File: src/rtl/phgf_pkg.sv
`timescale 1ns / 1ps
// Shared types and constants for the peak hold meter with gravity fall.
package phgf_pkg;

   localparam int BAR_W     = 6;
   localparam int LEVEL_W   = 16;
   localparam int STEP_W    = 16;
   localparam int GRAV_W    = 16;
   localparam int VEL_W     = 24;
   localparam int COUNT_W   = 7;
   localparam int CSR_IDX_W = 2;
   localparam int CSR_DAT_W = 16;

   // gravity is Q4.12, step Q0.16, velocity Q8.16, level Q2.14
   localparam int GRAV_FRAC  = 12;
   localparam int DROP_SHIFT = 18;

   localparam int DEF_MAX_BARS = 64;

   localparam logic [COUNT_W-1:0] RST_BAR_COUNT = COUNT_W'(64);
   localparam logic [GRAV_W-1:0]  RST_GRAVITY   = GRAV_W'(4915);
   localparam logic [STEP_W-1:0]  RST_MAX_STEP  = STEP_W'(6554);

   localparam logic [CSR_IDX_W-1:0] REG_BAR_COUNT = CSR_IDX_W'(0);
   localparam logic [CSR_IDX_W-1:0] REG_GRAVITY   = CSR_IDX_W'(1);
   localparam logic [CSR_IDX_W-1:0] REG_MAX_STEP  = CSR_IDX_W'(2);

   typedef enum logic [2:0] {
      STATE_CLEAR,
      STATE_IDLE,
      STATE_LOOKUP,
      STATE_GROW,
      STATE_SCALE,
      STATE_FALL,
      STATE_FINISH
   } phgf_state_type;

endpackage

File: src/rtl/phgf_ram.sv
`timescale 1ns / 1ps
// Generic single-write, single-read RAM with registered read data.
module phgf_ram #(
   parameter int WIDTH = 8,
   parameter int DEPTH = 64,
   localparam int ADDR_W = (DEPTH > 1) ? $clog2(DEPTH) : 1
) (
   input  logic              clock,
   input  logic              wr_en,
   input  logic [ADDR_W-1:0] wr_addr,
   input  logic [WIDTH-1:0]  wr_data,
   input  logic [ADDR_W-1:0] rd_addr,
   output logic [WIDTH-1:0]  rd_data
);

   logic [WIDTH-1:0] mem [DEPTH];
   logic [WIDTH-1:0] rd_data_ff;

   always_ff @(posedge clock) begin
      if (wr_en) begin
         mem[wr_addr] <= wr_data;
      end
      rd_data_ff <= mem[rd_addr];
   end

   assign rd_data = rd_data_ff;

endmodule

File: src/rtl/peak_hold_gravity_fall.sv
`timescale 1ns / 1ps
// Per-bar peak hold with ballistic fall. One item is taken at a time: for a bar that
// is out of use or sees a new peak the result goes LOOKUP then FINISH, for a falling
// bar LOOKUP, GROW, SCALE, FALL, FINISH, set by the single 24x16 multiplier being used
// twice in sequence (gravity * step, then velocity * step) after the store's registered
// read. The result is loaded in FINISH once the output register is free, and the input
// opens again as the state returns to IDLE. Peaks and velocities share one MAX_BARS-deep
// memory; after reset and after every write of bar_count a clearing pass over all
// MAX_BARS entries zeroes it, during which req_stall is high. Results sit in an output
// register, so a new item may be accepted while the previous result waits.
module peak_hold_gravity_fall
   import phgf_pkg::*;
#(
   parameter int MAX_BARS = DEF_MAX_BARS
) (
   input  logic                 clock,
   input  logic                 reset,
   input  logic                 req_valid,
   output logic                 req_stall,
   input  logic [BAR_W-1:0]     req_bar_index,
   input  logic [LEVEL_W-1:0]   req_level,
   input  logic [STEP_W-1:0]    req_frame_step,
   output logic                 rsp_valid,
   input  logic                 rsp_stall,
   output logic [LEVEL_W-1:0]   rsp_peak_level,
   output logic [BAR_W-1:0]     rsp_peak_bar,
   input  logic                 csr_valid,
   output logic                 csr_ready,
   input  logic [CSR_IDX_W-1:0] csr_index,
   input  logic [CSR_DAT_W-1:0] csr_wdata
);

   localparam int ADDR_W  = (MAX_BARS > 1) ? $clog2(MAX_BARS) : 1;
   localparam int ENTRY_W = LEVEL_W + VEL_W;
   localparam int PROD_W  = VEL_W + STEP_W;
   localparam int DROP_W  = PROD_W - DROP_SHIFT;
   localparam logic [ADDR_W-1:0] LAST_ADDR = ADDR_W'(MAX_BARS - 1);

   phgf_state_type state_ff, state_in;

   logic [COUNT_W-1:0] bar_count_ff;
   logic [GRAV_W-1:0]  gravity_ff;
   logic [STEP_W-1:0]  max_step_ff;

   logic [ADDR_W-1:0]  clr_addr_ff, clr_addr_in;
   logic [BAR_W-1:0]   bar_ff, bar_in;
   logic [LEVEL_W-1:0] level_ff, level_in;
   logic [STEP_W-1:0]  step_ff, step_in;
   logic               in_range_ff, in_range_in;
   logic [LEVEL_W-1:0] peak_ff, peak_in;
   logic [VEL_W-1:0]   vel_ff, vel_in;
   logic [PROD_W-1:0]  prod_ff, prod_in;

   logic               rsp_valid_ff, rsp_valid_in;
   logic [LEVEL_W-1:0] rsp_level_ff;
   logic [BAR_W-1:0]   rsp_bar_ff;

   logic               req_take;
   logic               csr_take;
   logic               count_write;
   logic               slot_free;
   logic               lookup_fall;
   logic [LEVEL_W-1:0] rd_peak;
   logic [VEL_W-1:0]   rd_vel;
   logic [ENTRY_W-1:0] ram_rdata;
   logic [VEL_W:0]     vel_sum;
   logic [DROP_W-1:0]  drop;
   logic [VEL_W-1:0]   mul_a;

   // control from the sequencer
   logic               ram_we;
   logic [ADDR_W-1:0]  ram_waddr;
   logic [ENTRY_W-1:0] ram_wdata;
   logic               mul_en;
   logic               mul_vel;
   logic               rsp_load;

   assign csr_ready   = 1'b1;
   assign csr_take    = csr_valid && csr_ready;
   assign count_write = csr_take && (csr_index == REG_BAR_COUNT);
   assign req_stall   = (state_ff != STATE_IDLE);
   assign req_take    = req_valid && !req_stall;
   assign slot_free   = !rsp_valid_ff || !rsp_stall;

   assign rd_peak     = ram_rdata[ENTRY_W-1:VEL_W];
   assign rd_vel      = ram_rdata[VEL_W-1:0];
   assign lookup_fall = in_range_ff && (level_ff < rd_peak);

   phgf_ram #(
      .WIDTH (ENTRY_W),
      .DEPTH (MAX_BARS)
   ) u_store (
      .clock   (clock),
      .wr_en   (ram_we),
      .wr_addr (ram_waddr),
      .wr_data (ram_wdata),
      .rd_addr (ADDR_W'(req_bar_index)),
      .rd_data (ram_rdata)
   );

   // configuration registers
   always_ff @(posedge clock) begin
      if (reset) begin
         bar_count_ff <= RST_BAR_COUNT;
         gravity_ff   <= RST_GRAVITY;
         max_step_ff  <= RST_MAX_STEP;
      end else if (csr_take) begin
         unique case (csr_index)
            REG_BAR_COUNT: bar_count_ff <= csr_wdata[COUNT_W-1:0];
            REG_GRAVITY:   gravity_ff   <= csr_wdata[GRAV_W-1:0];
            REG_MAX_STEP:  max_step_ff  <= csr_wdata[STEP_W-1:0];
            default: ;
         endcase
      end
   end

   // next state
   always_comb begin
      state_in = state_ff;
      unique case (state_ff)
         STATE_CLEAR:  if (clr_addr_ff == LAST_ADDR) state_in = STATE_IDLE;
         STATE_IDLE:   if (req_take) state_in = STATE_LOOKUP;
         STATE_LOOKUP: state_in = lookup_fall ? STATE_GROW : STATE_FINISH;
         STATE_GROW:   state_in = STATE_SCALE;
         STATE_SCALE:  state_in = STATE_FALL;
         STATE_FALL:   state_in = STATE_FINISH;
         STATE_FINISH: if (slot_free) state_in = STATE_IDLE;
         default:      state_in = STATE_CLEAR;
      endcase
      if (count_write) begin
         state_in = STATE_CLEAR;
      end
   end

   // sequencer outputs
   always_comb begin
      ram_we    = 1'b0;
      ram_waddr = ADDR_W'(bar_ff);
      ram_wdata = {peak_ff, vel_ff};
      mul_en    = 1'b0;
      mul_vel   = 1'b0;
      rsp_load  = 1'b0;
      unique case (state_ff)
         STATE_CLEAR: begin
            ram_we    = 1'b1;
            ram_waddr = clr_addr_ff;
            ram_wdata = '0;
         end
         STATE_LOOKUP: mul_en = lookup_fall;
         STATE_SCALE: begin
            mul_en  = 1'b1;
            mul_vel = 1'b1;
         end
         STATE_FINISH: begin
            rsp_load = slot_free;
            ram_we   = slot_free && in_range_ff;
         end
         default: ;
      endcase
   end

   // datapath
   assign mul_a   = mul_vel ? vel_ff : VEL_W'(gravity_ff);
   assign prod_in = mul_en ? PROD_W'(mul_a) * PROD_W'(step_ff) : prod_ff;
   assign vel_sum = {1'b0, vel_ff}
                  + (VEL_W + 1)'(prod_ff[GRAV_W+STEP_W-1:GRAV_FRAC]);
   assign drop    = prod_ff[PROD_W-1:DROP_SHIFT];

   always_comb begin
      bar_in      = bar_ff;
      level_in    = level_ff;
      step_in     = step_ff;
      in_range_in = in_range_ff;
      peak_in     = peak_ff;
      vel_in      = vel_ff;
      if (req_take) begin
         bar_in      = req_bar_index;
         level_in    = req_level;
         step_in     = (req_frame_step > max_step_ff) ? max_step_ff : req_frame_step;
         in_range_in = (COUNT_W'(req_bar_index) < bar_count_ff)
                    && (32'(req_bar_index) < 32'(MAX_BARS));
      end
      unique case (state_ff)
         STATE_LOOKUP: begin
            if (!in_range_ff) begin
               peak_in = '0;
            end else if (!lookup_fall) begin
               peak_in = level_ff;
               vel_in  = '0;
            end else begin
               peak_in = rd_peak;
               vel_in  = rd_vel;
            end
         end
         STATE_GROW: vel_in = vel_sum[VEL_W] ? '1 : vel_sum[VEL_W-1:0];
         STATE_FALL: begin
            if (drop >= DROP_W'(peak_ff)) begin
               peak_in = '0;
            end else begin
               peak_in = peak_ff - drop[LEVEL_W-1:0];
            end
         end
         default: ;
      endcase
   end

   always_comb begin
      clr_addr_in = clr_addr_ff;
      if (count_write) begin
         clr_addr_in = '0;
      end else if (state_ff == STATE_CLEAR) begin
         clr_addr_in = clr_addr_ff + ADDR_W'(1);
      end
   end

   always_comb begin
      if (rsp_load) begin
         rsp_valid_in = 1'b1;
      end else if (!rsp_stall) begin
         rsp_valid_in = 1'b0;
      end else begin
         rsp_valid_in = rsp_valid_ff;
      end
   end

   always_ff @(posedge clock) begin
      if (reset) begin
         state_ff     <= STATE_CLEAR;
         clr_addr_ff  <= '0;
         rsp_valid_ff <= 1'b0;
      end else begin
         state_ff     <= state_in;
         clr_addr_ff  <= clr_addr_in;
         rsp_valid_ff <= rsp_valid_in;
      end
   end

   always_ff @(posedge clock) begin
      bar_ff      <= bar_in;
      level_ff    <= level_in;
      step_ff     <= step_in;
      in_range_ff <= in_range_in;
      peak_ff     <= peak_in;
      vel_ff      <= vel_in;
      prod_ff     <= prod_in;
      if (rsp_load) begin
         rsp_level_ff <= peak_ff;
         rsp_bar_ff   <= bar_ff;
      end
   end

   assign rsp_valid      = rsp_valid_ff;
   assign rsp_peak_level = rsp_level_ff;
   assign rsp_peak_bar   = rsp_bar_ff;

endmodule

File: config.mk
export PLATFORM = sky130hd
export DESIGN_NAME = peak_hold_gravity_fall
export DESIGN_NICKNAME = d
export VERILOG_FILES = /design/src/rtl/phgf_pkg.sv /design/src/rtl/phgf_ram.sv /design/src/rtl/peak_hold_gravity_fall.sv
export SDC_FILE = /design/constraint.sdc
export NUM_CORES = 2
export LEC_CHECK = 0
export BUFFER_PORTS_ARGS = -buffer_cell sky130_fd_sc_hd__buf_2
export CORE_ASPECT_RATIO = 2
export CORE_MARGIN = 2
export CORE_UTILIZATION = 55
export DETAILED_ROUTE_END_ITERATION = 8
export GPL_TIMING_DRIVEN = 0
export PLACE_DENSITY = 0.67
export SYNTH_ARGS = -nofsm -noshare
export SYNTH_HDL_FRONTEND = slang
export SYNTH_SLANG_ARGS = --single-unit
export TNS_END_PERCENT = 10
File: constraint.sdc
create_clock -name clock -period 8.1 [get_ports clock]
set_input_delay 0.405 -clock clock [delete_from_list [all_inputs] [get_ports clock]]
set_output_delay 0.405 -clock clock [all_outputs]
set_load 0.01 [all_outputs]
# Word-level counts from Yosys, hierarchy flattened
# Memory sizes are Yosys's and may differ from the RTL's. A register that Yosys moved wholly into a read port is not among the register bits.
# Index checks and enable logic that the tools add are counted.
# totals
regBits	190
ram_bits	2560
inputBits	61
out_inout_bits	25
word_cells	82
n_memories	1
# op_classes
n_addsub	3
n_mul	1
order_cmp	4
n_eq_ne	15
n_mux	25
n_reduce_logical	18
# mem_list
memory	words	word_bits	read_ports	rd_clocked_by_memory_dff	write_ports	line_no	rtl
u_store.mem	64	40	1	1	1	phgf_ram.sv:16	logic [WIDTH-1:0] mem [DEPTH];
# ops
cell	n
two-way mux 24 bit	4
two-way mux 16 bit	4
one-hot mux 24 bit (2 select lines)	1
multiplier 24 x 16 -> 40 bit	1
two-way mux 40 bit	1
one-hot mux 16 bit (2 select lines)	1
adder 24 x 20 -> 25 bit	1
greater-or-equal comparator 22 x 16 -> 1 bit	1
one-hot mux 3 bit (7 select lines)	1
> comparator 16 bit	1
less-than comparator 16 bit	1
subtractor 16 bit	1
two-way mux 3 bit	4
== test 3 bit, second input constant	3
inequality test 2 bit, second input constant	4
AND reduction 2 bit	4
less-than comparator 6 x 7 -> 1 bit	1
adder 6 x 1 -> 6 bit, second input constant	1
== test 3 x 2 -> 1 bit, second input constant	2
== test 6 bit, second input constant	1
two-way mux 1 bit	6
two-way mux 6 bit	1
logical AND 1 bit	4
one-hot mux 1 bit (2 select lines)	2
other kinds (12)	15

# Depth between registers and ports, before layout
# logic_depth
ltp_word	6
ltp_mapped	27
depth_no_buf	24

# Modules after synthesis
# From an unflattened synthesis, not the netlist that was laid out.
# hier_totals
cells_unflattened	6536
hier_area_um2	119816.2
# by_module_without_submodules
module	instances	cells_per_inst	area_per_inst_um2	seq_area_each_um2
phgf_ram	1	4195	97836.3	77674.5
peak_hold_gravity_fall	1	2341	21979.8	4854.7

# Worst setup path before layout
# Ideal clock, no wire load.
# synth_timing
path_kind	flip-flop to flip-flop
from	register state_ff[1]
to	register prod_ff[32], data pin
setup_ns	0.262
t_arrival_ns	6.809
required_ns	7.838
slack_ns	1.029
path_stages_with_launch	25
path_buffers	4
period_less_slack_ns	7.071
cell_sequence	dfxtp_1 > buf_2 > nor3b_4 > clkbuf_1 > clkbuf_1 > and2_1 > clkbuf_1 > nand2_1 > fa_1 > fa_1 > fa_1 > inv_1 > fa_1 > fa_1 > inv_1 > fa_1 > inv_1 > ha_1 > nand4_1 > or3_1 > a211o_1 > a31o_1 > a31o_2 > o21ai_1 > xor2_1
# synth_between
elab_chain_cells	4
# synth_lines
element	line_no	rtl
start: declaration	peak_hold_gravity_fall.sv:39	phgf_state_type state_ff, state_in;
start signal: assignment	peak_hold_gravity_fall.sv:232	state_ff <= state_in;
== test 3 bit	peak_hold_gravity_fall.sv:143	unique case (state_ff)
two-way mux 1 bit	peak_hold_gravity_fall.sv:143	
two-way mux 24 bit	peak_hold_gravity_fall.sv:163	assign mul_a = mul_vel ? vel_ff : VEL_W'(gravity_ff);
multiplier 24 x 16 -> 40 bit	peak_hold_gravity_fall.sv:164	assign prod_in = mul_en ? PROD_W'(mul_a) * PROD_W'(step_ff) : prod_ff;
end signal: assignment	peak_hold_gravity_fall.sv:245	prod_ff <= prod_in;
end: declaration	peak_hold_gravity_fall.sv:52	logic [PROD_W-1:0] prod_ff, prod_in;
# No other way between the ends.
# A chain may end at the register's enable or synchronous reset.

# Worst setup path in the final report
# layout_timing
from	register state_ff[1]
to	register prod_ff[36], data pin
# Same word-level chain as after synthesis.

==> impl_metrics.yaml <==
run_status:
  status: "finished, violations left"
  failed_checks: "capacitance limit"
power:
  p_per_area_nw_per_um2: 222
  worst_ir_drop_vdd_uv: 182
  intPower_w: 0.0231
  p_clk_share_pct: 36.9
  net-switching-power_w: 0.00729
  combPwrFrac_pct: 11.1
  seq_power_share_pct: 52.0
  swShare_pct: 24.0
  leakage_nw: 46.8
cells_and_area:
  layout-drive-gt1-share_pct: 23.8
  final_cell_mix: "2,689 x edfxtp_1, 832 x mux4_2, 453 x inv_1, 365 x nand2_1, 307 x fa_1"
  area_growth_pct: 13.2
  final_util_pct: 62.4
  nFillCells: 15049
  final_cells: 9810
  fin_area_um2: 137000
  nets: 7357
  mostFrequentLayoutCell: "edfxtp_1"
detailed_routing:
  remaining_drc_errors: 0
  post_drt_wl_per_cell_um: 36.7
  vias_per_cell: 6.43
  totalWireLength_um: 360000
  first_pass_iters: 6
  first_iter_violations: 6443
  ant_nets: 0
  vias: 63058
timing:
  whs_ns: 0.0939
  maxSlewHeadroom_pct: 0.785
  worst_pin_slew_ns: 1.47
  hold_viol: 0
  slew_viol_final: 0
  rsz0062_at_grt: "false"
  setup_viol: 0
  finalCritPeriodShare_pct: 98.4
  skew_ns: 0.0744
  max_freq_ghz: 0.125
  min_period_ns: 7.97
  layout_setup_ws_ns: 0.128
yosys:
  syn_avg_cell_area_um2: 19.2
  synthDominantCellAreaShare_pct: 67.0
  ys_types: 67
  syn_nets: 6831
  seq_area_frac_synth_pct: 68.4
  yosysTopAreaCell: "edfxtp_1"
  yosysWarnings: 0
  synth-edff-count: 2689
  synth_area_um2: 121000
  synth-seq-cells: 2778
  dominantRegCellSynth: "edfxtp_1"
  synthTopCellsByArea: "edfxtp_1 67%, mux4_2 16%, fa_1 5.1%"
  syn_inst: 6266
  async_reset_ff_share_pct: 0
worst_setup_path:
  crit_arrival_ns: 8.59
  critPathKind: "register to register"
  startpoint: "state_ff[1]"
  end_kind: "register"
  critPathLaunchType: "register"
  path_max_fanout: 10
  required_ns: 8.72
  r2r_start: "state_ff[1]"
cts:
  clockBufferDepth: 4
  cts-root-buf: "clkbuf_16"
  htree_levels: 4
  clk_latency_ns: 0.90
  cts_tree: "built"
  cts_buffers: 230
  clkSinkCount: 2778
  cts.clk_slew.worst_paths_ns: 0.07
global_routing:
  antenna_found_initial: 23
  grt_pass1_wl_um: 502000
  grt_usage_pct: 32.9
  grt_max_degree: 65
  grt_pass1_vias: 66707
  overflow: 0
floorplan:
  die_width_um: 335
  ios: 86
  die_y_um: 666
  num_rows: 243
  start_util_pct: 55.2
  coreArea_um2: 219000
  die_area_um2: 223000
place:
  routabilityCongestion: 1.02
  dp_cells: 9313
  pre_cts_ws_ns: -2.48
  place_area_um2: 128000
  port-buffer-count: 84
  dpl.hpwl_um: 262000
min_path:
  hold_start: "reset"
  hp-class: "primary input to register"
flow_run:
  max-cap-violations: 1
[Yosys cell counts (all sizes together) (68+ instances only)]
library cell,count
edfxtp,2689
mux4,832
inv,453
nand2,365
fa,307
clkbuf,231
ha,197
and2,158
a21oi,155
nor2,153
dfxtp,89
buf,80
o21ai,68
[power by group through the flow]
stage	registers, W	logic [W]	clock network, W
after global placement	0.0161	0.00313	0
after floorplan	0.0160	0.00200	0
after CTS	0.0158	0.00332	0.0113
after global routing	0.0158	0.00360	0.0118
after detailed placement	0.0161	0.00316	0
final	0.0158	0.00338	0.0112
[per-layer routing]
metal	vias to the layer above	global-route usage, %	share of wire, %	routed length (um)
met5	-	0	0.019	68
met4	10	25.1	9.5	34100
met3	1090	5.42	6.1	21900
met2	2873	60.0	54	196000
met1	33464	33.3	30	108000
li1	25621	-	-	-
[through the flow]
| step | power (W) | setup TNS, ns |
|---|---|---|
| floorplan | 0.0180 | 0 |
| CTS | 0.0304 | 0 |
| global route | 0.0311 | 0 |
| global placement | 0.0192 | -634.11 |
| detailed placement | 0.0192 | -39.06 |
| finish | 0.0303 | 0 |
[kinds of logic after synthesis]
kind of cell | synth area share, %
xor+xnor | 0.443
fa+ha+maj | 7.14
mux | 16.0
simple gates | 3.51
compound gates | 2.01
other cells | 0.00311
buf+inv | 2.44
flops | 68.4
[critical path: stages, from the launching register on]
cell and delay [ns]:
dfxtp_1 0.30, buf_2 0.16, nor3b_4 0.22, buf_12 0.16
buf_6 0.22, and2_0 0.43, clkbuf_2 0.37, nand2_1 0.13
fa_1 0.56, fa_1 0.54, fa_1 0.52, inv_1 0.06
fa_1 0.54, fa_1 0.51, inv_1 0.08, fa_1 0.51
inv_1 0.05, ha_1 0.37, nor2_1 1.04, nor4_2 0.19
nand3_1 0.16, o2111ai_1 0.20, a21oi_1 0.25, xnor2_1 0.09
[repair_timing]
item,in CTS,in global routing
endpoints found under the setup margin,28,19
setup buffers,5,8
endpoints found under the hold margin,80,0
hold buffers,57,0
gates resized for setup,51,32
pin swaps,1,3
[worst paths after layout]
kind                            slack [ns]         endpoint  cells past startpoint
worst max-delay path                  0.13      prod_ff[36]                     23
worst min-delay path                  0.09  bar_count_ff[1]                      3
worst max register to register        0.13      prod_ff[36]                     23
worst min register to register        0.46    gravity_ff[3]                      2
[sequential cells by signal (all words and copies together) (netlist names)]
signal / flops
bar_count_ff: 7
bar_ff: 6
clr_addr_ff: 6
gravity_ff: 16
in_range_ff: 1
level_ff: 16
max_step_ff: 16
peak_ff: 16
prod_ff: 28
rsp_peak_bar: 6
rsp_peak_level: 16
rsp_valid: 1
state_ff: 3
step_ff: 16
u_store.mem: 2560
u_store.rd_data: 40
vel_ff: 24
[area by class of cell]
| cell class | count | area, um^2 | area share [%] |
|---|---|---|---|
| clock inverter | 140 | 1310 | 0.956 |
| inverter | 453 | 1700 | 1.25 |
| clock buffer | 280 | 6080 | 4.45 |
| buffer | 305 | 1310 | 0.958 |
| sequential | 2778 | 82500 | 60.5 |
| multi-input combinational | 2724 | 35900 | 26.3 |
| antenna | 13 | 32.5 | 0.0238 |
| tap | 2817 | 3520 | 2.58 |
| timing repair buffer | 300 | 4110 | 3.01 |
Note: power is estimated with default switching activity, not from simulation.
